## config.mk

```make
export PLATFORM = sky130hd
export DESIGN_NAME = stn_line_store
export DESIGN_NICKNAME = d
export VERILOG_FILES = /design/src/rtl/stn_pkg.sv /design/src/rtl/stn_line_store.sv
export SDC_FILE = /design/constraint.sdc
export NUM_CORES = 2
export LEC_CHECK = 0
export BUFFER_PORTS_ARGS = -buffer_cell sky130_fd_sc_hd__buf_2
export CAP_MARGIN = 0
export CELL_PAD_IN_SITES_DETAIL_PLACEMENT = 1
export CELL_PAD_IN_SITES_GLOBAL_PLACEMENT = 1
export CORE_MARGIN = 3
export CORE_UTILIZATION = 30
export DETAILED_ROUTE_END_ITERATION = 8
export PLACE_DENSITY = 0.6
export SYNTH_ARGS = -nofsm -noshare
export SYNTH_HDL_FRONTEND = slang
export SYNTH_MEMORY_MAX_BITS = 65536
export SYNTH_SLANG_ARGS = --single-unit
```

## constraint.sdc

```tcl
create_clock -name clock -period 9.4 [get_ports clock]
set_input_delay 0.94 -clock clock [delete_from_list [all_inputs] [get_ports clock]]
set_output_delay 0.94 -clock clock [all_outputs]
set_load 0.02 [all_outputs]
```

## src/rtl/stn_pkg.sv

```systemverilog
// Shared constants, register codes and pipeline control type of the 3x3 mean stencil.
`timescale 1ns / 1ps
`default_nettype none

package stn_pkg;

   // Lane count of one request (fixed by the port list).
   localparam int LANES          = 5;
   localparam int WIN_W          = LANES + 1;

   localparam int DEF_MAX_GROUPS = 62;
   localparam int DEF_PIXEL_BITS = 16;

   // Configuration register widths, limits and reset values.
   localparam int GPR_W          = 6;
   localparam int RPF_W          = 12;
   localparam int MIN_GROUPS     = 2;
   localparam int MIN_ROWS       = 3;
   localparam int GPR_RESET      = 62;
   localparam int RPF_RESET      = 64;

   localparam int CSR_INDEX_W    = 2;
   localparam int CSR_DATA_W     = 12;
   localparam logic [CSR_INDEX_W-1:0] CSR_GROUPS_PER_ROW = CSR_INDEX_W'(0);
   localparam logic [CSR_INDEX_W-1:0] CSR_ROWS_PER_FRAME = CSR_INDEX_W'(1);

   // Mean = (sum9 * 7282 + 2^15) >> 16, 7282 ~ 2^16 / 9.
   localparam int MUL_W          = 13;
   localparam int MEAN_MUL       = 7282;
   localparam int MEAN_SHIFT     = 16;
   localparam int MEAN_HALF      = 32768;

   // Result queue depth (power of two).
   localparam int OUT_DEPTH      = 8;

   // Control word that travels with each pipeline slot.
   typedef struct packed {
      logic valid;      // slot holds a request or a flush read
      logic is_flush;   // halo read of the frame's last row
      logic top_sel;    // line store bank holding the top row
      logic emit1;      // result for group c-1
      logic emit2;      // result for group c (row end)
      logic halo_row;   // output row is the first row
      logic left1;      // first result is group 0
      logic left2;      // second result is group 0
      logic run_last1;  // first result closes the request
      logic run_last2;  // second result closes the request
      logic flush_end;  // last flush read of the frame
   } stn_ctl_type;

endpackage

`default_nettype wire

```

## src/rtl/stn_line_store.sv

```systemverilog
// One bank of the line store: synchronous RAM, read-first, registered read data.
`timescale 1ns / 1ps
`default_nettype none

module stn_line_store
   import stn_pkg::*;
#(
   parameter int DEPTH = DEF_MAX_GROUPS,
   parameter int WIDTH = LANES * DEF_PIXEL_BITS,
   localparam int ADDR_W = (DEPTH > 1) ? $clog2(DEPTH) : 1
) (
   input  wire logic              clock,
   input  wire logic              wr_en,
   input  wire logic [ADDR_W-1:0] wr_addr,
   input  wire logic [WIDTH-1:0]  wr_data,
   input  wire logic [ADDR_W-1:0] rd_addr,
   output logic      [WIDTH-1:0]  rd_data_ff
);

   logic [WIDTH-1:0] mem [DEPTH];

   always_ff @(posedge clock) begin
      if (wr_en) begin
         mem[wr_addr] <= wr_data;
      end
      rd_data_ff <= mem[rd_addr];
   end

endmodule

`default_nettype wire

```

==> flow_summary.toml <==
[clock_tree]
cts_tree = "yes"
cts_made_buffers = 484
cts_hold_buf = 0
cts_setup_buffers = 0
path_clk_slew_ps = 60
clk_latency_ps = 1050
cts_root_buf = "clkbuf_16"
ctsHtreeMaxLevel = 5
clockBufferDepth = 4
ctsResizeCount = 0
cts_sinks = 5040

[timing]
maxSlewHeadroom_pct = 8.13
period_share_pct = 43.0
fmax_ghz = 0.247
period_needed_ps = 4040
hold_violations = 0
setup_viol_count_final = 0
finalHoldWorstSlack_ps = 357
fin_worst_skew_ps = 62.9
tns_ps = 0
tightest_slew_ps = 1380
maxSlewViolCount = 0
rsz0062_at_grt = "no"

[power_and_ir_drop]
power.density_nw_per_um2 = 214
power.ir.vdd_worst_v = 0.000157
power_leakage_nw = 68.6

[synth]
ys_dominant_reg_cell = "edfxtp_1"
synth_top_area_share_pct = 77.7
synthMuxAreaShare_pct = 15.2
netlist-cell-type-count = 55
synth_top_family_by_area = "multiplexers"
synthArstFlopShare_pct = 0
synth-xor-area-share_pct = 0
yosys_warnings = 0
synth-edff-count = 4960
synth_seq_area_share_pct = 78.5
syn_nets = 8996
postSynthCellCount = 8902
synth_compound_area_share_pct = 3.74
yosys.area.top_type = "edfxtp_1"
yosys.area_share.adder_pct = 0
synth_area_um2 = 192000
synth_area_leaders = "edfxtp_1 78%, mux4_2 10%, mux2i_1 4.0%"
synth-simple-area-share_pct = 0.999
ys_ff_latch = 5040
postSynthAreaPerCell_um2 = 21.5

[grt]
grt_pass1_wl_mm = 827
antenna_found_initial = 84
grtUsageTotal_pct = 18.0
grt_pass1_vias = 100000
grt_max_degree = 110
overflow = 0

[setup_path]
required_ps = 10270
crit_path_start_kind = "input port"
cp_max_fo = 52
arrival_ps = 4910
crit_path_end_kind = "flip-flop"
path_class = "in -> reg"

[placed_design]
port_buffers = 173
place_congestion = 0.752
dp_hpwl_mm = 306

[min_path]
min_path_type = "in -> reg"

[final_layout]
fillerInstances = 62100
syn_to_final_growth_pct = 14.2
fin_nets = 9356
drive_gt1_share_pct = 22.7
post-route-util_pct = 34.4
mostFrequentLayoutCells = "4,960 x edfxtp_1, 879 x mux4_2, 767 x mux2i_1, 491 x clkbuf_16, 183 x buf_4"
regArea_um2 = 151000
layout_commonest_cell = "edfxtp_1"
multi_input_area_um2 = 38800

[detailed_routing]
vias = 97600
routedWlPerCell_um = 33.2
drt_iter0_markers = 12700
drc = 0
avgViaCountPerCell = 5.39
wirelength_mm = 601
first_pass_iters = 5
ant_nets = 0

[flow_run]
drv_cap = 0

[floorplanning]
start_util_pct = 30.1
rows = 293
chipHeight_um = 806
pin_count = 174
dieArea_um2 = 649000
dieWidth_um = 806
core_area_um2 = 637000

[outcome]
status = "complete, no violations"
[flip-flops by register name, summed over array words and instances, names as in the netlist]
name / cells
mem: 4960
rd_data_ff: 80
[area by class of cell]
type / instances / share of cell area (%)
tap: 8407 / 4.80
clock buffer: 641 / 5.97
sequential: 5040 / 68.7
antenna: 24 / 0.0274
clock inverter: 268 / 1.20
timing repair buffer: 403 / 1.48
inverter: 63 / 0.111
multi-input combinational: 3270 / 17.7
[worst paths after layout]
kind | startpoint | end | slack, ps | cells after the start
max | rd_addr[2] | rd_data_ff[66] | 5360 | 8
min | rd_addr[4] | rd_data_ff[31] | 360 | 3
max reg2reg | mem[31][26] | rd_data_ff[26] | 7180 | 5
min reg2reg | mem[61][70] | rd_data_ff[70] | 770 | 3
[Yosys cell counts (all sizes together), types with 17 or more instances]
cell	n
clkbuf	224
o21ai	212
a21oi	152
a31oi	36
a211oi	32
nand3	29
dfxtp	80
a22o	22
o22a	18
or3	17
mux2i	767
a22oi	145
edfxtp	4960
o221ai	105
inv	62
mux4	879
nor2b	35
a2bb2oi	21
buf	305
a221oi	61
nor2	147
o22ai	173
and3	27
mux2	143
nand2	122
[critical path: stages]
cell and delay [ps]:
buf_8 400, buf_4 820, buf_4 750, nor2b_1 650, a221oi_1 170, o21ai_0 160
o211ai_1 140, a32oi_1 750
[metal layers]
layer  wire length [um]  track usage [%]
met5                146                0
met4              16700             4.72
met3              48500             2.77
met2             291000             29.9
met1             245000             24.8
[report_power, final]
part / internal (mW) / total [mW] / switching [mW]
combinational: 0.761 / 2.30 / 1.54
sequential: 24.9 / 25.0 / 0.121
clock: 10.9 / 19.5 / 8.56
total: 36.6 / 46.8 / 10.2
[stage by stage]
stage	cells	setup WS (ps)	cell area (um^2)	total power, mW
2_1_floorplan	8902	1940	192000	26.7
4_1_cts	18100	5580	219000	47.2
5_1_grt	18100	5350	219000	48.2
3_3_place_gp	17200	4490	203000	27.8
3_5_place_dp	17200	4430	203000	27.8
6_report	18100	5360	219000	46.8
[cell families (layout without fill, tap and decap cells)]
logic type | count (synthesis) | in the layout
multiplexers | 1789 | 1789
AO/OA/AOI/OAI | 1061 | 1061
buffers and inverters | 592 | 1375
other | 0 | 24
flip-flops | 5040 | 5040
AND/OR/NAND/NOR | 420 | 420
Power figures use the tool's default switching activity.
