**config.mk**
```make
export PLATFORM = sky130hd
export DESIGN_NAME = stn_out_queue
export DESIGN_NICKNAME = d
export VERILOG_FILES = /design/src/rtl/stn_pkg.sv /design/src/rtl/stn_out_queue.sv
export SDC_FILE = /design/constraint.sdc
export NUM_CORES = 1
export LEC_CHECK = 0
export BUFFER_PORTS_ARGS = -buffer_cell sky130_fd_sc_hd__buf_2
export CAP_MARGIN = 5
export CORE_AREA = 2 2 278 280
export CTS_CLUSTER_SIZE = 30
export DETAILED_ROUTE_END_ITERATION = 8
export DIE_AREA = 0 0 280 282
export GPL_ROUTABILITY_DRIVEN = 0
export HOLD_SLACK_MARGIN = 0.02
export PLACE_DENSITY_LB_ADDON = 0.25
export SLEW_MARGIN = 40
export SYNTH_ARGS = -nofsm -noshare
export SYNTH_HDL_FRONTEND = slang
export SYNTH_SLANG_ARGS = --single-unit
```
**constraint.sdc**
```tcl
create_clock -name clock -period 16.6 [get_ports clock]
set_input_delay 0.83 -clock clock [delete_from_list [all_inputs] [get_ports clock]]
set_output_delay 0.83 -clock clock [all_outputs]
set_load 0.01 [all_outputs]
```
**src/rtl/stn_pkg.sv**
```systemverilog
// Shared constants, register codes and pipeline control type of the 3x3 mean stencil.
`timescale 1ns / 1ps
`default_nettype none

package stn_pkg;

   // Lane count of one request (fixed by the port list).
   localparam int LANES          = 5;
   localparam int WIN_W          = LANES + 1;

   localparam int DEF_MAX_GROUPS = 62;
   localparam int DEF_PIXEL_BITS = 16;

   // Configuration register widths, limits and reset values.
   localparam int GPR_W          = 6;
   localparam int RPF_W          = 12;
   localparam int MIN_GROUPS     = 2;
   localparam int MIN_ROWS       = 3;
   localparam int GPR_RESET      = 62;
   localparam int RPF_RESET      = 64;

   localparam int CSR_INDEX_W    = 2;
   localparam int CSR_DATA_W     = 12;
   localparam logic [CSR_INDEX_W-1:0] CSR_GROUPS_PER_ROW = CSR_INDEX_W'(0);
   localparam logic [CSR_INDEX_W-1:0] CSR_ROWS_PER_FRAME = CSR_INDEX_W'(1);

   // Mean = (sum9 * 7282 + 2^15) >> 16, 7282 ~ 2^16 / 9.
   localparam int MUL_W          = 13;
   localparam int MEAN_MUL       = 7282;
   localparam int MEAN_SHIFT     = 16;
   localparam int MEAN_HALF      = 32768;

   // Result queue depth (power of two).
   localparam int OUT_DEPTH      = 8;

   // Control word that travels with each pipeline slot.
   typedef struct packed {
      logic valid;      // slot holds a request or a flush read
      logic is_flush;   // halo read of the frame's last row
      logic top_sel;    // line store bank holding the top row
      logic emit1;      // result for group c-1
      logic emit2;      // result for group c (row end)
      logic halo_row;   // output row is the first row
      logic left1;      // first result is group 0
      logic left2;      // second result is group 0
      logic run_last1;  // first result closes the request
      logic run_last2;  // second result closes the request
      logic flush_end;  // last flush read of the frame
   } stn_ctl_type;

endpackage

`default_nettype wire

```
**src/rtl/stn_out_queue.sv**
```systemverilog
// Result queue: takes up to two entries a cycle, hands one a cycle to the response port when popped.
`timescale 1ns / 1ps
`default_nettype none

module stn_out_queue
   import stn_pkg::*;
#(
   parameter int WIDTH = LANES * DEF_PIXEL_BITS + 2
) (
   input  wire logic             clock,
   input  wire logic             reset,
   input  wire logic [1:0]       push_cnt,
   input  wire logic [WIDTH-1:0] push_e0,
   input  wire logic [WIDTH-1:0] push_e1,
   input  wire logic             pop,
   output logic                  head_valid,
   output logic      [WIDTH-1:0] head_entry
);

   localparam int PTR_W = $clog2(OUT_DEPTH);
   localparam int CNT_W = $clog2(OUT_DEPTH + 1);

   logic [WIDTH-1:0] q_ff [OUT_DEPTH];
   logic [PTR_W-1:0] wr_ptr_ff, wr_ptr_in, rd_ptr_ff, rd_ptr_in;
   logic [CNT_W-1:0] count_ff, count_in;
   logic             do_pop;

   assign head_valid = (count_ff != '0);
   assign head_entry = q_ff[rd_ptr_ff];
   assign do_pop     = pop && head_valid;

   always_comb begin
      wr_ptr_in = wr_ptr_ff + PTR_W'(push_cnt);
      rd_ptr_in = rd_ptr_ff + PTR_W'(do_pop);
      count_in  = count_ff + CNT_W'(push_cnt) - CNT_W'(do_pop);
   end

   always_ff @(posedge clock) begin
      if (reset) begin
         wr_ptr_ff <= '0;
         rd_ptr_ff <= '0;
         count_ff  <= '0;
      end else begin
         wr_ptr_ff <= wr_ptr_in;
         rd_ptr_ff <= rd_ptr_in;
         count_ff  <= count_in;
      end
   end

   always_ff @(posedge clock) begin
      if (push_cnt != 2'd0) begin
         q_ff[wr_ptr_ff] <= push_e0;
      end
      if (push_cnt == 2'd2) begin
         q_ff[wr_ptr_ff + PTR_W'(1)] <= push_e1;
      end
   end

endmodule

`default_nettype wire

```
==> reports/metrics.cfg <==
[run_status]
status=complete, no violations

[synth]
synth.avg_cell_area_um2=18.87
ys_seq_elements=666
synth_nets=1936
yosysTopAreaCellShare_pct=59.43
yosysSeqAreaShare_pct=60.03
yosysWarnings=0
synth_cells=1757
ys_types=37
synthFlopType=edfxtp_1
synth_edf_count=656
synth_top_area_cell=edfxtp_1
synth_area_mm2=0.03315
synth.area.top_cells=edfxtp_1, mux2_2, mux4_2
synthArstFlopShare_pct=0

[timing]
tightest_slew_ps=837.7
fmax_mhz=215.0
rsz0062_at_grt=no
fin_crit_ps=4651
fin_crit_sh_pct=28.02
setup_viol=0
finalHoldViolCount=0
holdWs_ps=564.0
relSlewSlack_pct=44.15
slew_violations=0
fin_ws_ps=11950
finalClockSkew_ps=19.15
fin_tns_setup_ps=0

[critical_path]
slowest_delay_ps=650
crit_type=reg2out
r2r-start=wr_ptr_ff[1]$_SDFF_PP0_
slowest_stage=dfxtp_4
crit_path_frequent_cell=buf_6
path_cells=buf_12 > buf_6 > buf_6 > mux4_2 > mux2_2 > buf_2
crit_path_end_kind=primary output
worst-endpoint-arrival_ps=3820
required_ps=15770
reg2reg_depth=6
worstPathMaxFanout=46
start_kind=flip-flop
path_buf_inv=4
cp_top_family=buffers and inverters
r2r_end=q_ff[7][73]$_DFFE_PP_
r2r_slack_ps=13120

[layout]
nFillCells=6137
layoutNonFillerInstCount=3066
final_nets=2193
drive_gt1_share_pct=63.79
synthToLayoutAreaGrowth_pct=15.19
fin_area_mm2=0.03818
final_core_util_pct=50.44

[die]
die_x_um=280
die_y_um=282
design.die.area_mm2=0.07896
floorplan.rows=101
start_util_pct=43.79
core-area_mm2=0.07570
ioPinCount=252

[placed_design]
place_hpwl_um=48840
dp_slack_ps=12390
dpl.cell_count=2912
io_buffers=251
placed_area_mm2=0.03556

[clock_tree]
cts.sinks=666
clkTransAtPathRegs_ps=60
cts_root_buf=clkbuf_16
cts_setup_buffers=0
cts_tree=built
cts_hold_buf=0
clockBufferDepth=3
clock_latency_ps=620
cts_made_buffers=77
cts_htree_levels=3
ctsResizeCount=0

[hold_path]
hp-start=reset
min_to=wr_ptr_ff[1]$_SDFF_PP0_
hold_class=in2reg
min_path_cells=2

[power]
sw_frac_of_total_pct=25.80
powerDensity_mw_per_mm2=123.4
totalPowerFinal_mw=4.711
peakVddDrop_mv=0.06630
switching_power_mw=1.216
leakage_nw=12.70
combinationalPowerShare_pct=19.2
internal_power_mw=3.496
p_clk_share_pct=36.8
seq_power_share_pct=44.0

[route]
wire_per_inst_um=28.24
wl_um=86590
vias_per_cell=5.825
dr.pass1.iters=5
via_count=17860
remaining_drc_errors=0
drt_iter0_drc=1578
ant_nets=0

[global_routing]
grt_pass1_vias=19170
grt_max_degree=64
antenna_found_initial=31
grt_first_pass_wirelength_um=127000
track_usage_pct=21.93
grt_overflow=0

[run]
maxCapViolations=0

[cell type report]
type	instances	area [um2]	area share (%)
multi-input combinational	965	12680	33.22
sequential	666	19910	52.15
timing repair buffer	295	1740	4.558
antenna	14	35.03	0.09176
clock buffer	91	2022	5.296
inverter	9	33.78	0.08848
clock inverter	48	531.8	1.393
tap	978	1224	3.205
[metal layers]
metal / vias up / wire, um / global-route usage, %
li1: 7783 / - / -
met1: 9426 / 36730 / 29.06
met2: 478 / 43130 / 36.76
met3: 141 / 4782 / 4.450
met4: 32 / 1746 / 6.143
met5: - / 203 / 0
[placed cells by master (no fill, tap or decap), drive strengths merged]
cell      count
nor4b         1
nor2         10
inv          11
xnor2         2
clkinv       34
xor2          3
or3b          1
nor2b         4
fa            2
and3          1
buf         295
nand2         7
mux2i         1
mux4        164
diode        14
dfxtp        10
edfxtp      656
clkinvlp      1
a21oi         2
o21ai         5
clkbuf       91
nand3         3
o21bai        1
and4bb        1
o22ai         2
mux2        739
nand4b        1
bufinv       11
o31ai         2
or2           1
nand2b        2
a31o          1
ha            8
nor3b         1
[Yosys cell counts (3+ instances only)]
| library cell | n |
|---|---|
| mux4_2 | 164 |
| buf_6 | 28 |
| ha_1 | 8 |
| inv_1 | 9 |
| nor2_1 | 8 |
| edfxtp_1 | 656 |
| nand3_1 | 3 |
| clkbuf_1 | 22 |
| buf_1 | 6 |
| dfxtp_1 | 10 |
| nand2_1 | 7 |
| nor2b_1 | 4 |
| mux2_2 | 726 |
| o21ai_0 | 5 |
| mux2_1 | 13 |
| buf_2 | 59 |
[sequential cells by signal (all words and copies together), names as in the netlist]
signal     count
wr_ptr_ff      3
rd_ptr_ff      3
count_ff       4
q_ff         656
[worst register-to-register path: stages (launching register included)]
cell     delay (ps)
dfxtp_1         540
ha_1            340
xor2_2          610
nand3_4         530
buf_12          360
buf_4           400
mux2_1          440
[power by group through the flow]
stage          registers, mW  clock network, mW  logic [mW]
2_1_floorplan           2.11                  0       0.584
3_3_place_gp            2.13                  0       0.868
3_5_place_dp            2.12                  0       0.915
4_1_cts                 2.08               1.77       0.920
5_1_grt                 2.09               1.83       0.974
6_report                2.07               1.73       0.905
[worst max path at each step]
stage                                      end                     from  slack, ps  cells after the start
after detailed placement        head_entry[17]  rd_ptr_ff[1]$_SDFF_PP0_      12390                      5
after floorplan           q_ff[1][0]$_DFFE_PP_              push_cnt[1]       8940                      2
after CTS                       head_entry[17]  rd_ptr_ff[1]$_SDFF_PP0_      11720                      5
after global placement          head_entry[17]  rd_ptr_ff[1]$_SDFF_PP0_      11930                      5
after global routing            head_entry[17]  rd_ptr_ff[1]$_SDFF_PP0_      11640                      6
final                           head_entry[17]  rd_ptr_ff[1]$_SDFF_PP0_      11950                      6
[logic make-up (layout without fill, tap and decap cells)]
| group | Yosys count | count (layout) | synth area share (%) |
|---|---|---|---|
| AOI/OAI and AO/OA | 13 | 13 | 0.2378 |
| xor gates and xnor gates | 5 | 5 | 0.1775 |
| adders and majority gates | 10 | 10 | 0.4228 |
| buffers and inverters | 126 | 443 | 2.306 |
| DFF | 666 | 666 | 60.03 |
| muxes | 904 | 904 | 36.28 |
| other | 0 | 14 | 0 |
| and+or+nand+nor | 33 | 33 | 0.5436 |
Note: power is estimated with default switching activity, not from simulation.
