`config.mk`:
```
export PLATFORM = sky130hd
export DESIGN_NAME = stn_window
export DESIGN_NICKNAME = d
export VERILOG_FILES = /design/src/rtl/stn_pkg.sv /design/src/rtl/stn_window.sv
export SDC_FILE = /design/constraint.sdc
export NUM_CORES = 2
export LEC_CHECK = 0
export BUFFER_PORTS_ARGS = -buffer_cell sky130_fd_sc_hd__clkbuf_2
export CAP_MARGIN = 20
export CELL_PAD_IN_SITES_DETAIL_PLACEMENT = 0
export CELL_PAD_IN_SITES_GLOBAL_PLACEMENT = 2
export CORE_MARGIN = 8
export CORE_UTILIZATION = 42
export CTS_BUF_LIST = sky130_fd_sc_hd__clkbuf_4 sky130_fd_sc_hd__clkbuf_8
export DETAILED_ROUTE_END_ITERATION = 8
export PLACE_DENSITY = 0.95
export SETUP_SLACK_MARGIN = 0.5
export SLEW_MARGIN = 40
export SYNTH_ARGS = -nofsm -noshare
export SYNTH_HDL_FRONTEND = slang
export SYNTH_SLANG_ARGS = --single-unit
```
`constraint.sdc`:
```
create_clock -name clock -period 25.7 [get_ports clock]
set_input_delay 5.14 -clock clock [delete_from_list [all_inputs] [get_ports clock]]
set_output_delay 5.14 -clock clock [all_outputs]
set_load 0.03 [all_outputs]
```
`src/rtl/stn_pkg.sv`:
```
// Shared constants, register codes and pipeline control type of the 3x3 mean stencil.
`timescale 1ns / 1ps
`default_nettype none

package stn_pkg;

   // Lane count of one request (fixed by the port list).
   localparam int LANES          = 5;
   localparam int WIN_W          = LANES + 1;

   localparam int DEF_MAX_GROUPS = 62;
   localparam int DEF_PIXEL_BITS = 16;

   // Configuration register widths, limits and reset values.
   localparam int GPR_W          = 6;
   localparam int RPF_W          = 12;
   localparam int MIN_GROUPS     = 2;
   localparam int MIN_ROWS       = 3;
   localparam int GPR_RESET      = 62;
   localparam int RPF_RESET      = 64;

   localparam int CSR_INDEX_W    = 2;
   localparam int CSR_DATA_W     = 12;
   localparam logic [CSR_INDEX_W-1:0] CSR_GROUPS_PER_ROW = CSR_INDEX_W'(0);
   localparam logic [CSR_INDEX_W-1:0] CSR_ROWS_PER_FRAME = CSR_INDEX_W'(1);

   // Mean = (sum9 * 7282 + 2^15) >> 16, 7282 ~ 2^16 / 9.
   localparam int MUL_W          = 13;
   localparam int MEAN_MUL       = 7282;
   localparam int MEAN_SHIFT     = 16;
   localparam int MEAN_HALF      = 32768;

   // Result queue depth (power of two).
   localparam int OUT_DEPTH      = 8;

   // Control word that travels with each pipeline slot.
   typedef struct packed {
      logic valid;      // slot holds a request or a flush read
      logic is_flush;   // halo read of the frame's last row
      logic top_sel;    // line store bank holding the top row
      logic emit1;      // result for group c-1
      logic emit2;      // result for group c (row end)
      logic halo_row;   // output row is the first row
      logic left1;      // first result is group 0
      logic left2;      // second result is group 0
      logic run_last1;  // first result closes the request
      logic run_last2;  // second result closes the request
      logic flush_end;  // last flush read of the frame
   } stn_ctl_type;

endpackage

`default_nettype wire

```
`src/rtl/stn_window.sv`:
```
// Window registers and nine-sample sums for both candidate results of a slot.
`timescale 1ns / 1ps
`default_nettype none

module stn_window
   import stn_pkg::*;
#(
   parameter int PIXEL_BITS = DEF_PIXEL_BITS,
   localparam int SUM_W = PIXEL_BITS + 4
) (
   input  wire logic                              clock,
   input  wire logic                              reset,
   input  wire stn_ctl_type                       s1_ctl,
   input  wire logic [LANES-1:0][PIXEL_BITS-1:0]  s1_pix,
   input  wire logic [LANES-1:0][PIXEL_BITS-1:0]  bank0_rd,
   input  wire logic [LANES-1:0][PIXEL_BITS-1:0]  bank1_rd,
   output stn_ctl_type                            s2_ctl_ff,
   output logic      [LANES-1:0][SUM_W-1:0]       sum1_ff,
   output logic      [LANES-1:0][SUM_W-1:0]       sum2_ff,
   output logic      [LANES-1:0][PIXEL_BITS-1:0]  ctr1_ff,
   output logic      [LANES-1:0][PIXEL_BITS-1:0]  ctr2_ff
);

   localparam int COL_W = PIXEL_BITS + 2;

   logic [PIXEL_BITS-1:0] win_ff [3][WIN_W];
   logic [PIXEL_BITS-1:0] cur    [3][LANES];
   logic [PIXEL_BITS-1:0] a1     [3][WIN_W+1];
   logic [PIXEL_BITS-1:0] a2     [3][WIN_W+1];
   logic [COL_W-1:0]      col1   [WIN_W+1];
   logic [COL_W-1:0]      col2   [WIN_W+1];
   logic [LANES-1:0][SUM_W-1:0]      sum1_in, sum2_in;
   logic [LANES-1:0][PIXEL_BITS-1:0] ctr1_in, ctr2_in;

   // rows: 0 = top (r-2), 1 = middle (r-1), 2 = incoming (r)
   always_comb begin
      for (int k = 0; k < LANES; k++) begin
         cur[0][k] = s1_ctl.top_sel ? bank1_rd[k] : bank0_rd[k];
         cur[1][k] = s1_ctl.top_sel ? bank0_rd[k] : bank1_rd[k];
         cur[2][k] = s1_pix[k];
      end
   end

   // a1: window before this request plus right neighbor; a2: window after it
   always_comb begin
      for (int i = 0; i < 3; i++) begin
         for (int j = 0; j < WIN_W; j++) begin
            a1[i][j] = win_ff[i][j];
         end
         a1[i][WIN_W] = cur[i][0];
         a2[i][0]     = win_ff[i][LANES];
         for (int k = 0; k < LANES; k++) begin
            a2[i][k+1] = cur[i][k];
         end
         a2[i][WIN_W] = '0;
      end
   end

   always_comb begin
      for (int j = 0; j <= WIN_W; j++) begin
         col1[j] = COL_W'(a1[0][j]) + COL_W'(a1[1][j]) + COL_W'(a1[2][j]);
         col2[j] = COL_W'(a2[0][j]) + COL_W'(a2[1][j]) + COL_W'(a2[2][j]);
      end
      for (int k = 0; k < LANES; k++) begin
         sum1_in[k] = SUM_W'(col1[k]) + SUM_W'(col1[k+1]) + SUM_W'(col1[k+2]);
         sum2_in[k] = SUM_W'(col2[k]) + SUM_W'(col2[k+1]) + SUM_W'(col2[k+2]);
         // a flush slot carries the top bank data as its halo values
         ctr1_in[k] = s1_ctl.is_flush ? cur[0][k] : a1[1][k+1];
         ctr2_in[k] = a2[1][k+1];
      end
   end

   always_ff @(posedge clock) begin
      if (reset) begin
         s2_ctl_ff <= '0;
         for (int i = 0; i < 3; i++) begin
            for (int j = 0; j < WIN_W; j++) begin
               win_ff[i][j] <= '0;
            end
         end
      end else begin
         s2_ctl_ff <= s1_ctl;
         if (s1_ctl.valid && !s1_ctl.is_flush) begin
            for (int i = 0; i < 3; i++) begin
               for (int j = 0; j < WIN_W; j++) begin
                  win_ff[i][j] <= a2[i][j];
               end
            end
         end
      end
   end

   always_ff @(posedge clock) begin
      sum1_ff <= sum1_in;
      sum2_ff <= sum2_in;
      ctr1_ff <= ctr1_in;
      ctr2_ff <= ctr2_in;
   end

endmodule

`default_nettype wire

```
==> results.json <==
{
  "drive_gt1_frac": 0.207,
  "synth_area_um2": 43600,
  "whs_endpoint": "sum1_ff[0]",
  "setup_ws_ps": 14430,
  "synth_seq_cells": 658,
  "portBuffers": 622,
  "gp_congestion": 0.950,
  "rsz0062_at_grt": "false",
  "synth.distinct_cells": 79,
  "area_delta_synth_final_pct": 18.0,
  "rr_worst_depth": 21,
  "htreeDepth": 3,
  "drv_cap": 0,
  "hold_class": "flip-flop to flip-flop",
  "cts_buffer_depth": 3,
  "cts_root_buf": "clkbuf_8",
  "grt_max_degree": 104,
  "grt_usage": 0.268,
  "cts_resized": 0,
  "syn_avg_cell_area_um2": 10.5,
  "grt_overflow": 0,
  "cp.arrival_ps": 11960,
  "fin_setup_tns_ps": 0,
  "viasPerCell": 5.29,
  "critPathLaunchType": "primary input",
  "coreArea_um2": 103000,
  "r2r_setup_slack_ps": 18770,
  "crit_slowest_cell": "buf_4",
  "relSlewSlack": 0.379,
  "worst_slew_pin_slew_ps": 924,
  "path_cells": "clkbuf_16, buf_4, mux2_2, fa_1, ha_1, fa_1, a21o_1, a21oi_1, o21bai_1, a311oi_1, o21bai_1, xnor2_1, fa_1, inv_1, ha_1, a21o_1, a21o_1, a21o_1, a21oi_1, o21ai_0, a21o_1, a21oi_1, xnor2_1",
  "crit_family": "compound AO/OA/AOI/OAI gates",
  "yosysWarnings": 0,
  "hold_depth": 1,
  "ys.flop_type": "dfxtp_1",
  "pre_cts_slack_ps": 13510,
  "post-cts-setup-buffers": 0,
  "grt_pass1_vias": 34200,
  "synth_edf_count": 288,
  "critPathMaxStageDelay_ps": 740,
  "start_util": 0.422,
  "cts_tree": "yes",
  "finalNetCount": 5772,
  "worstSetupStartpoint": "s1_ctl[8]",
  "required_ps": 26390,
  "worst-path-buf-inv": 3,
  "io_pins": 624,
  "clk_pin_slew_ps": 60,
  "drv_slew": 0,
  "dr.pass1.iters": 5,
  "die_y_um": 338,
  "synth.yosys.seq_area_share": 0.368,
  "r2r-start": "win_ff[0][160]",
  "wl_mm": 158,
  "fp.dieW_um": 338,
  "cts_buffers": 114,
  "syn_inst": 4142,
  "wl_per_cell_um": 25.0,
  "fill_cells": 9615,
  "status": "completed",
  "worst_skew_pair.late_latency_ps": 800,
  "path_common_cell": "a21o_1",
  "hp-start": "win_ff[0][272]",
  "synthArstFlopShare": 0,
  "rr_endpoint": "sum1_ff[17]",
  "grt_pass1_wl_mm": 229,
  "drt_iter0_drc": 2387,
  "skew_ps": 49.2,
  "crit_path_end_kind": "flip-flop",
  "path_class": "primary input to flip-flop",
  "synth_nets": 5097,
  "grt_antenna_before_repair": 19,
  "drc": 0,
  "hold_buffers": 0,
  "hold_ws_ps": 499,
  "place_hpwl_mm": 132,
  "via_count": 33400,
  "cts.sinks": 658,
  "path_max_fanout": 88,
  "fin_crit_sh": 0.439,
  "setup_viol": 0,
  "hold_viol": 0,
  "rows": 118,
  "ant_nets": 0,
  "fmax_mhz": 88.7,
  "die-area_um2": 114000,
  "period_needed_ps": 11270
}
## flip-flops by register name, summed over array words and instances, names as in the netlist
| name | flops |
|---|---|
| win_ff | 288 |
| sum1_ff | 100 |
| sum2_ff | 99 |
| ctr1_ff | 80 |
| ctr2_ff | 80 |
| s2_ctl_ff | 11 |
## cell type report
type	instances	area, um^2	share of cell area
multi-input combinational	2815	25400	0.494
sequential	658	16100	0.312
clock inverter	41	453	0.00879
timing repair buffer	659	3460	0.0672
antenna	13	32.5	0.000632
inverter	569	2140	0.0415
clock buffer	176	2220	0.0430
tap	1380	1730	0.0335
## per-stage QoR
step                      instance area [um^2]  utilization  std cells
after floorplan                          43600            -       4142
after global placement                   48400        0.468       6080
after detailed placement                 48800        0.472       6081
after CTS                                51400        0.498       6298
after global routing                     51500        0.498       6305
final                                    51500        0.498       6311
## cell usage after synthesis (9+ instances only)
library cell | instances | area (um^2)
fa_1 | 361 | 7230
a31oi_1 | 19 | 119
nand2b_1 | 43 | 269
ha_1 | 341 | 4270
clkbuf_1 | 88 | 330
o21ai_1 | 23 | 115
nand4_1 | 18 | 113
mux2i_1 | 89 | 891
nand3_1 | 31 | 155
xnor2_1 | 202 | 1770
o41ai_1 | 9 | 78.8
dfxtp_1 | 370 | 7410
nand2_1 | 89 | 334
nor2_1 | 338 | 1270
o211ai_1 | 14 | 105
o31ai_1 | 14 | 105
mux2_2 | 76 | 856
xor2_1 | 86 | 753
inv_1 | 567 | 2130
nor3_1 | 46 | 230
a21o_1 | 114 | 856
and3_1 | 208 | 1300
or3_1 | 9 | 56.3
nor2b_1 | 44 | 275
a21oi_1 | 306 | 1530
edfxtp_1 | 288 | 8650
o21ai_0 | 100 | 500
o21a_1 | 63 | 473
o21bai_1 | 43 | 323
a211oi_1 | 20 | 150
## cell usage in the layout (no fill, tap or decap), types with 13 or more instances in the layout
cell / count
diode_2: 13
o21bai_1: 43
o21ai_0: 100
dfxtp_1: 370
a211oi_1: 19
xor2_1: 75
a21oi_1: 306
nor2_1: 338
nand2b_1: 43
clkbuf_4: 33
edfxtp_1: 288
buf_4: 32
mux2_2: 76
o211ai_1: 14
o21a_1: 63
and3_1: 208
clkbuf_2: 620
a21o_1: 113
nand3_1: 31
nand2_1: 88
clkbuf_8: 143
fa_1: 361
o31ai_1: 13
xnor2_1: 170
mux2i_1: 89
clkinv_2: 17
nor2b_1: 43
inv_1: 566
ha_1: 341
nor3_1: 46
xnor2_2: 33
nand4_1: 18
o21ai_1: 23
a31oi_1: 19
## routing by layer
metal	up-vias	wire, um	GRT usage
met5	-	27	0
met4	4	5510	0.0894
met3	239	11600	0.0555
met2	1267	74300	0.445
met1	16400	66300	0.348
li1	15500	-	-
## how the worst max path moves through the flow
stage | depth (start not counted) | slack [ps] | endpoint
after CTS | 23 | 14340 | sum2_ff[58]
final | 23 | 14430 | sum2_ff[38]
after global routing | 23 | 14010 | sum2_ff[58]
after global placement | 23 | 13380 | sum2_ff[58]
after detailed placement | 23 | 13510 | sum2_ff[58]
after floorplan | 4 | 13610 | win_ff[0][0]
## kinds of logic after synthesis
kind of cell / Yosys count / synth area share
AO/OA/AOI/OAI: 800 / 0.116
XOR/XNOR: 289 / 0.0582
other: 1 / 0.0000859
adder cells (fa/ha/maj): 702 / 0.263
multiplexers: 165 / 0.0400
buffers and inverters: 669 / 0.0578
flip-flops: 658 / 0.368
AND/OR/NAND/NOR: 858 / 0.0969
Power is left out: the tool's default activity adds up to more than one toggle a clock period on the data nets, which glitch-free logic cannot reach.
