--- src/rtl/stn_pkg.sv ---
// Shared constants, register codes and pipeline control type of the 3x3 mean stencil.
`timescale 1ns / 1ps
`default_nettype none

package stn_pkg;

   // Lane count of one request (fixed by the port list).
   localparam int LANES          = 5;
   localparam int WIN_W          = LANES + 1;

   localparam int DEF_MAX_GROUPS = 62;
   localparam int DEF_PIXEL_BITS = 16;

   // Configuration register widths, limits and reset values.
   localparam int GPR_W          = 6;
   localparam int RPF_W          = 12;
   localparam int MIN_GROUPS     = 2;
   localparam int MIN_ROWS       = 3;
   localparam int GPR_RESET      = 62;
   localparam int RPF_RESET      = 64;

   localparam int CSR_INDEX_W    = 2;
   localparam int CSR_DATA_W     = 12;
   localparam logic [CSR_INDEX_W-1:0] CSR_GROUPS_PER_ROW = CSR_INDEX_W'(0);
   localparam logic [CSR_INDEX_W-1:0] CSR_ROWS_PER_FRAME = CSR_INDEX_W'(1);

   // Mean = (sum9 * 7282 + 2^15) >> 16, 7282 ~ 2^16 / 9.
   localparam int MUL_W          = 13;
   localparam int MEAN_MUL       = 7282;
   localparam int MEAN_SHIFT     = 16;
   localparam int MEAN_HALF      = 32768;

   // Result queue depth (power of two).
   localparam int OUT_DEPTH      = 8;

   // Control word that travels with each pipeline slot.
   typedef struct packed {
      logic valid;      // slot holds a request or a flush read
      logic is_flush;   // halo read of the frame's last row
      logic top_sel;    // line store bank holding the top row
      logic emit1;      // result for group c-1
      logic emit2;      // result for group c (row end)
      logic halo_row;   // output row is the first row
      logic left1;      // first result is group 0
      logic left2;      // second result is group 0
      logic run_last1;  // first result closes the request
      logic run_last2;  // second result closes the request
      logic flush_end;  // last flush read of the frame
   } stn_ctl_type;

endpackage

`default_nettype wire

--- src/rtl/stn_mean.sv ---
// Reciprocal multiply, rounding, saturation and halo selection; forms queue entries.
`timescale 1ns / 1ps
`default_nettype none

module stn_mean
   import stn_pkg::*;
#(
   parameter int PIXEL_BITS = DEF_PIXEL_BITS,
   localparam int SUM_W   = PIXEL_BITS + 4,
   localparam int ENTRY_W = LANES * PIXEL_BITS + 2
) (
   input  wire logic                              clock,
   input  wire logic                              reset,
   input  wire stn_ctl_type                       s2_ctl,
   input  wire logic [LANES-1:0][SUM_W-1:0]       sum1,
   input  wire logic [LANES-1:0][SUM_W-1:0]       sum2,
   input  wire logic [LANES-1:0][PIXEL_BITS-1:0]  ctr1,
   input  wire logic [LANES-1:0][PIXEL_BITS-1:0]  ctr2,
   output logic      [1:0]                        push_cnt,
   output logic      [ENTRY_W-1:0]                push_e0,
   output logic      [ENTRY_W-1:0]                push_e1
);

   localparam int PROD_W = SUM_W + MUL_W;
   localparam logic [PROD_W:0] PIX_MAX = (PROD_W+1)'((65'd1 << PIXEL_BITS) - 65'd1);

   stn_ctl_type                       s3_ctl_ff;
   logic [LANES-1:0][PROD_W-1:0]      prod1_ff, prod2_ff;
   logic [LANES-1:0][PIXEL_BITS-1:0]  c1_ff, c2_ff;
   logic [LANES-1:0][PIXEL_BITS-1:0]  res1, res2;
   logic [ENTRY_W-1:0]                ent1, ent2, ent_fl;

   function automatic logic [PIXEL_BITS-1:0] round_sat(input logic [PROD_W-1:0] p);
      logic [PROD_W:0] rnd;
      rnd = ({1'b0, p} + (PROD_W+1)'(MEAN_HALF)) >> MEAN_SHIFT;
      if (rnd > PIX_MAX) begin
         return PIX_MAX[PIXEL_BITS-1:0];
      end
      return rnd[PIXEL_BITS-1:0];
   endfunction

   always_ff @(posedge clock) begin
      if (reset) begin
         s3_ctl_ff <= '0;
      end else begin
         s3_ctl_ff <= s2_ctl;
      end
   end

   always_ff @(posedge clock) begin
      for (int k = 0; k < LANES; k++) begin
         prod1_ff[k] <= PROD_W'(sum1[k]) * PROD_W'(MEAN_MUL);
         prod2_ff[k] <= PROD_W'(sum2[k]) * PROD_W'(MEAN_MUL);
      end
      c1_ff <= ctr1;
      c2_ff <= ctr2;
   end

   // first row, leftmost lane of group 0 and rightmost lane of the last group pass through
   always_comb begin
      for (int k = 0; k < LANES; k++) begin
         if (s3_ctl_ff.halo_row || (s3_ctl_ff.left1 && k == 0)) begin
            res1[k] = c1_ff[k];
         end else begin
            res1[k] = round_sat(prod1_ff[k]);
         end
         if (s3_ctl_ff.halo_row || (s3_ctl_ff.left2 && k == 0) || k == LANES - 1) begin
            res2[k] = c2_ff[k];
         end else begin
            res2[k] = round_sat(prod2_ff[k]);
         end
      end
   end

   assign ent1   = {1'b0, s3_ctl_ff.run_last1, res1};
   assign ent2   = {1'b0, s3_ctl_ff.run_last2, res2};
   assign ent_fl = {s3_ctl_ff.flush_end, s3_ctl_ff.flush_end, c1_ff};

   always_comb begin
      push_e0 = ent1;
      push_e1 = ent2;
      if (!s3_ctl_ff.valid) begin
         push_cnt = 2'd0;
      end else if (s3_ctl_ff.is_flush) begin
         push_cnt = 2'd1;
         push_e0  = ent_fl;
      end else begin
         push_cnt = {1'b0, s3_ctl_ff.emit1} + {1'b0, s3_ctl_ff.emit2};
         if (!s3_ctl_ff.emit1) begin
            push_e0 = ent2;
         end
      end
   end

endmodule

`default_nettype wire

--- config.mk ---
export PLATFORM = sky130hd
export DESIGN_NAME = stn_mean
export DESIGN_NICKNAME = d
export VERILOG_FILES = /design/src/rtl/stn_pkg.sv /design/src/rtl/stn_mean.sv
export SDC_FILE = /design/constraint.sdc
export NUM_CORES = 2
export LEC_CHECK = 0
export BUFFER_PORTS_ARGS = -buffer_cell sky130_fd_sc_hd__buf_2
export CAP_MARGIN = 0
export CORE_ASPECT_RATIO = 1.2
export CORE_MARGIN = 1.5
export CORE_UTILIZATION = 35
export DETAILED_ROUTE_END_ITERATION = 8
export GPL_TIMING_DRIVEN = 0
export SLEW_MARGIN = 10
export SYNTH_ARGS = -nofsm -noshare
export SYNTH_HDL_FRONTEND = slang
export SYNTH_SLANG_ARGS = --single-unit
--- constraint.sdc ---
create_clock -name clock -period 11.65 [get_ports clock]
set_input_delay 1.165 -clock clock [delete_from_list [all_inputs] [get_ports clock]]
set_output_delay 1.165 -clock clock [all_outputs]
set_load 0.01 [all_outputs]
==> reports/summary.log <==
INFO  finish         most-common-layout-cells=sky130_fd_sc_hd__inv_1, sky130_fd_sc_hd__ha_1, sky130_fd_sc_hd__fa_1, sky130_fd_sc_hd__buf_2, sky130_fd_sc_hd__dfxtp_1
INFO  worst_setup_path critical_path_buf_inv_count=4
INFO  detailed_routing detail_route_antenna_nets=0
INFO  global_route   antenna_violations_before_repair=41
INFO  yosys          yosysTopAreaCell=sky130_fd_sc_hd__fa_1
INFO  yosys          ys_dominant_reg_cell=sky130_fd_sc_hd__dfxtp_1
INFO  yosys          compound_cell_area_share_of_the_yosys_netlist=0.105
INFO  die            die_height=389um
INFO  outcome        status=finished, final reports clean
INFO  placement      placed_area=48200um^2
INFO  yosys          synthDistinctLibCells=82
INFO  worst_setup_path worst_path_largest_cell_delay=750ps
INFO  sta            hold_ws=626ps
INFO  sta            finalCriticalPeriod=6000ps
INFO  yosys          main_combinational_cell_family_by_area_after_synthesis=adder cells
INFO  worst_hold_path worstHoldEndpoint=push_e1[74]$_DFF_P_
INFO  detailed_routing dr.pass1.iters=6
INFO  finish         final_instance_area=49800um^2
INFO  worst_hold_path worst_hold_startpoint=ctr2[74]
INFO  global_route   global_route.overflow_total=0
INFO  sta            timing_worst_slew_pin_value=1300ps
INFO  yosys          number_of_nets_produced_by_synthesis=6356
INFO  yosys          synthesis.area_per_instance=9.52um^2
INFO  clock_tree     numClockSinks=332
INFO  worst_setup_path cp_cell_sequence=clkbuf_1 -> nand2b_1 -> clkbuf_1 -> and2_1 -> o21ai_2 -> clkbuf_1 -> a22oi_1 -> o21ai_0 -> buf_2
INFO  sta            rsz0062_at_grt=no
INFO  sta            timing.final.setup_violations=0
INFO  pwr            peakVddDrop=0.000160V
INFO  yosys          ys_warn_count=0
INFO  yosys          synth-xor-area-share=0.0584
INFO  placement      numPlacedInstances=6734
INFO  clock_tree     cts_setup_buffers=0
INFO  pwr            power_density=277nW/um^2
INFO  yosys          synth_sequential_area_ratio=0.153
INFO  yosys          synth.top_cells.by_area=sky130_fd_sc_hd__fa_1, sky130_fd_sc_hd__ha_1, sky130_fd_sc_hd__dfxtp_1
INFO  sta            finalHoldViolations=0
INFO  global_route   first_global_vias=35207
INFO  placement      gp_congestion=0.932
INFO  worst_setup_path crit_path_start_kind=flip-flop
INFO  yosys          synthCells=4571
INFO  die            effective_utilization_at_floorplan=0.353
INFO  clock_tree     cts_buffer_depth=3
INFO  detailed_routing route.vias.total=32980
INFO  yosys          postSynthRegisterBits=332
INFO  clock_tree     htree_levels=2
INFO  finish         p_r_area_growth_vs_syn=14.3%
INFO  die            die_w=325um
INFO  die            design.portCount=539
INFO  placement      place_hpwl=123mm
INFO  clock_tree     clkTransAtPathRegs=70ps
INFO  sta            timing.setup.tns=0ps
INFO  yosys          netlist.area_leader.share=0.253
INFO  detailed_routing viasPerCell=4.83
INFO  worst_hold_path timing.hold.worst.class=in -> reg
INFO  finish         fin_nets=6921
INFO  worst_setup_path worst_path_most_repeated_cell=sky130_fd_sc_hd__clkbuf_1
INFO  clock_tree     clockRootBuffer=sky130_fd_sc_hd__clkbuf_16
INFO  worst_setup_path biggest_fanout_along_the_worst_timing_path=10
INFO  clock_tree     numCtsBuffers=44
INFO  sta            relSlewSlack=0.111
INFO  worst_setup_path crit_arrival=4840ps
INFO  worst_hold_path holdPathStages=1
INFO  yosys          synth-edff-count=0
INFO  pwr            power.leakage=26.3nW
INFO  worst_setup_path cpLargestDelayFamily=buffers and inverters
INFO  detailed_routing routed_wire_length_per_instance=20.2um
INFO  die            fp-row-count=141
INFO  finish         layout.cells.non_filler=6823
INFO  sta            timing.fmax=167MHz
INFO  clock_tree     cts.repair.resized=0
INFO  sta            finalCritPeriodShare=0.515
INFO  die            die_area=126000um^2
INFO  global_route   grt_pass1_wl=209mm
INFO  finish         final_common_cell=sky130_fd_sc_hd__inv_1
INFO  detailed_routing drt_iter0_markers=1417
INFO  placement      io_buffer_count=516
INFO  yosys          synth-async-reset-ratio=0
INFO  worst_setup_path endpoint_kind=primary output
INFO  clock_tree     cts_hold_repair.buffers=0
INFO  job            drv.max_cap_violation_count=0
INFO  sta            drv_slew=0
INFO  global_route   grt_start_max_net_pins=13
INFO  worst_setup_path worstPathRequired=10490ps
INFO  yosys          post_synth_mux_area_share=0.00250
INFO  yosys          synth-simple-area-share=0.0769
INFO  clock_tree     tritoncts=built
INFO  die            core-area=123000um^2
INFO  global_route   globalRouteTotalUtil=0.220
INFO  worst_setup_path crit_slowest_cell=sky130_fd_sc_hd__clkbuf_1
INFO  detailed_routing drt_drc_violations_left=0
INFO  detailed_routing drt_wl_total=138mm
INFO  yosys          synth-adder-area-share=0.501
INFO  worst_setup_path crit_type=reg -> out
INFO  yosys          syn_area=43500um^2
INFO  finish         layout-drive-gt1-share=0.132
cells by family after synthesis:
| family | count (synthesis) |
|---|---|
| AOI/OAI and AO/OA | 678 |
| xor gates and xnor gates | 290 |
| adders and majority gates | 1412 |
| buffers and inverters | 1167 |
| DFF | 332 |
| muxes | 9 |
| other | 1 |
| and+or+nand+nor | 682 |
metal layers:
| metal | GRT usage | part of all wire | vias to the layer above |
|---|---|---|---|
| met4 | 0.0664 | 0.034 | 38 |
| met3 | 0.0385 | 0.056 | 202 |
| met1 | 0.288 | 0.44 | 15944 |
| met5 | 0 | 0.0019 | - |
| li1 | - | - | 15989 |
| met2 | 0.371 | 0.46 | 807 |
registers in the layout, indices dropped and copies added, names as in the netlist:
register,count
ent_fl,1
c2_ff,64
prod2_ff,72
s3_ctl_ff,7
ent1,1
prod1_ff,90
c1_ff,80
push_e1,17
through the flow:
stage	setup slack, ps	power [mW]	util
6_report	5650	13.8	0.404
3_5_place_dp	5270	12.4	0.391
5_1_grt	5480	15.4	0.404
2_1_floorplan	5850	9.54	-
4_1_cts	5570	14.0	0.404
3_3_place_gp	5290	12.3	0.391
how the worst max path moves through the flow:
stage                                  from                    end  slack [ps]  cells after the start
floorplan                          sum2[64]  prod2_ff[125]$_DFF_P_        5850                     20
global placement                   sum2[41]   prod2_ff[98]$_DFF_P_        5290                     20
detailed placement                 sum1[28]   prod1_ff[65]$_DFF_P_        5270                     18
CTS                 s3_ctl_ff[7]$_SDFF_PP0_            push_e0[42]        5570                      9
global route        s3_ctl_ff[7]$_SDFF_PP0_            push_e0[42]        5480                      9
finish              s3_ctl_ff[7]$_SDFF_PP0_            push_e0[42]        5650                      9
report_power, final:
part           internal (mW)  switching [mW]  leakage [nW]  total, mW
combinational           4.50            5.92          22.8       10.4
clock                  0.853           0.597         0.739       1.45
sequential              1.63           0.305          2.80       1.93
synth_stat cells, types with 11 or more instances:
master,instances
sky130_fd_sc_hd__a2111oi_0,12
sky130_fd_sc_hd__a211o_1,18
sky130_fd_sc_hd__a211oi_1,13
sky130_fd_sc_hd__a21o_1,54
sky130_fd_sc_hd__a21oi_1,190
sky130_fd_sc_hd__a221o_1,26
sky130_fd_sc_hd__a22oi_1,50
sky130_fd_sc_hd__a2bb2oi_1,45
sky130_fd_sc_hd__a31oi_1,12
sky130_fd_sc_hd__and2_1,17
sky130_fd_sc_hd__and3_1,36
sky130_fd_sc_hd__and4_1,20
sky130_fd_sc_hd__buf_4,22
sky130_fd_sc_hd__clkbuf_1,43
sky130_fd_sc_hd__dfxtp_1,332
sky130_fd_sc_hd__fa_1,549
sky130_fd_sc_hd__ha_1,863
sky130_fd_sc_hd__inv_1,1086
sky130_fd_sc_hd__nand2_1,164
sky130_fd_sc_hd__nand2b_1,11
sky130_fd_sc_hd__nand3_1,65
sky130_fd_sc_hd__nand4_1,41
sky130_fd_sc_hd__nor2_1,208
sky130_fd_sc_hd__nor2b_1,25
sky130_fd_sc_hd__nor3_1,49
sky130_fd_sc_hd__o211ai_1,11
sky130_fd_sc_hd__o21a_1,34
sky130_fd_sc_hd__o21ai_0,118
sky130_fd_sc_hd__o21bai_1,18
sky130_fd_sc_hd__o22ai_1,13
sky130_fd_sc_hd__xnor2_1,167
sky130_fd_sc_hd__xor2_1,123
cell type report:
type	instances	area [um^2]
fillers	12452	73400
multi-input cells	3072	32400
flip-flops and latches	332	6650
inverters	1086	4080
repair buffers	519	2610
well taps	1644	2060
clock buffers	59	1260
plain buffers	81	437
clock inverters	21	264
diodes	9	22.5
No activity file was read; power rests on OpenSTA's default activity.
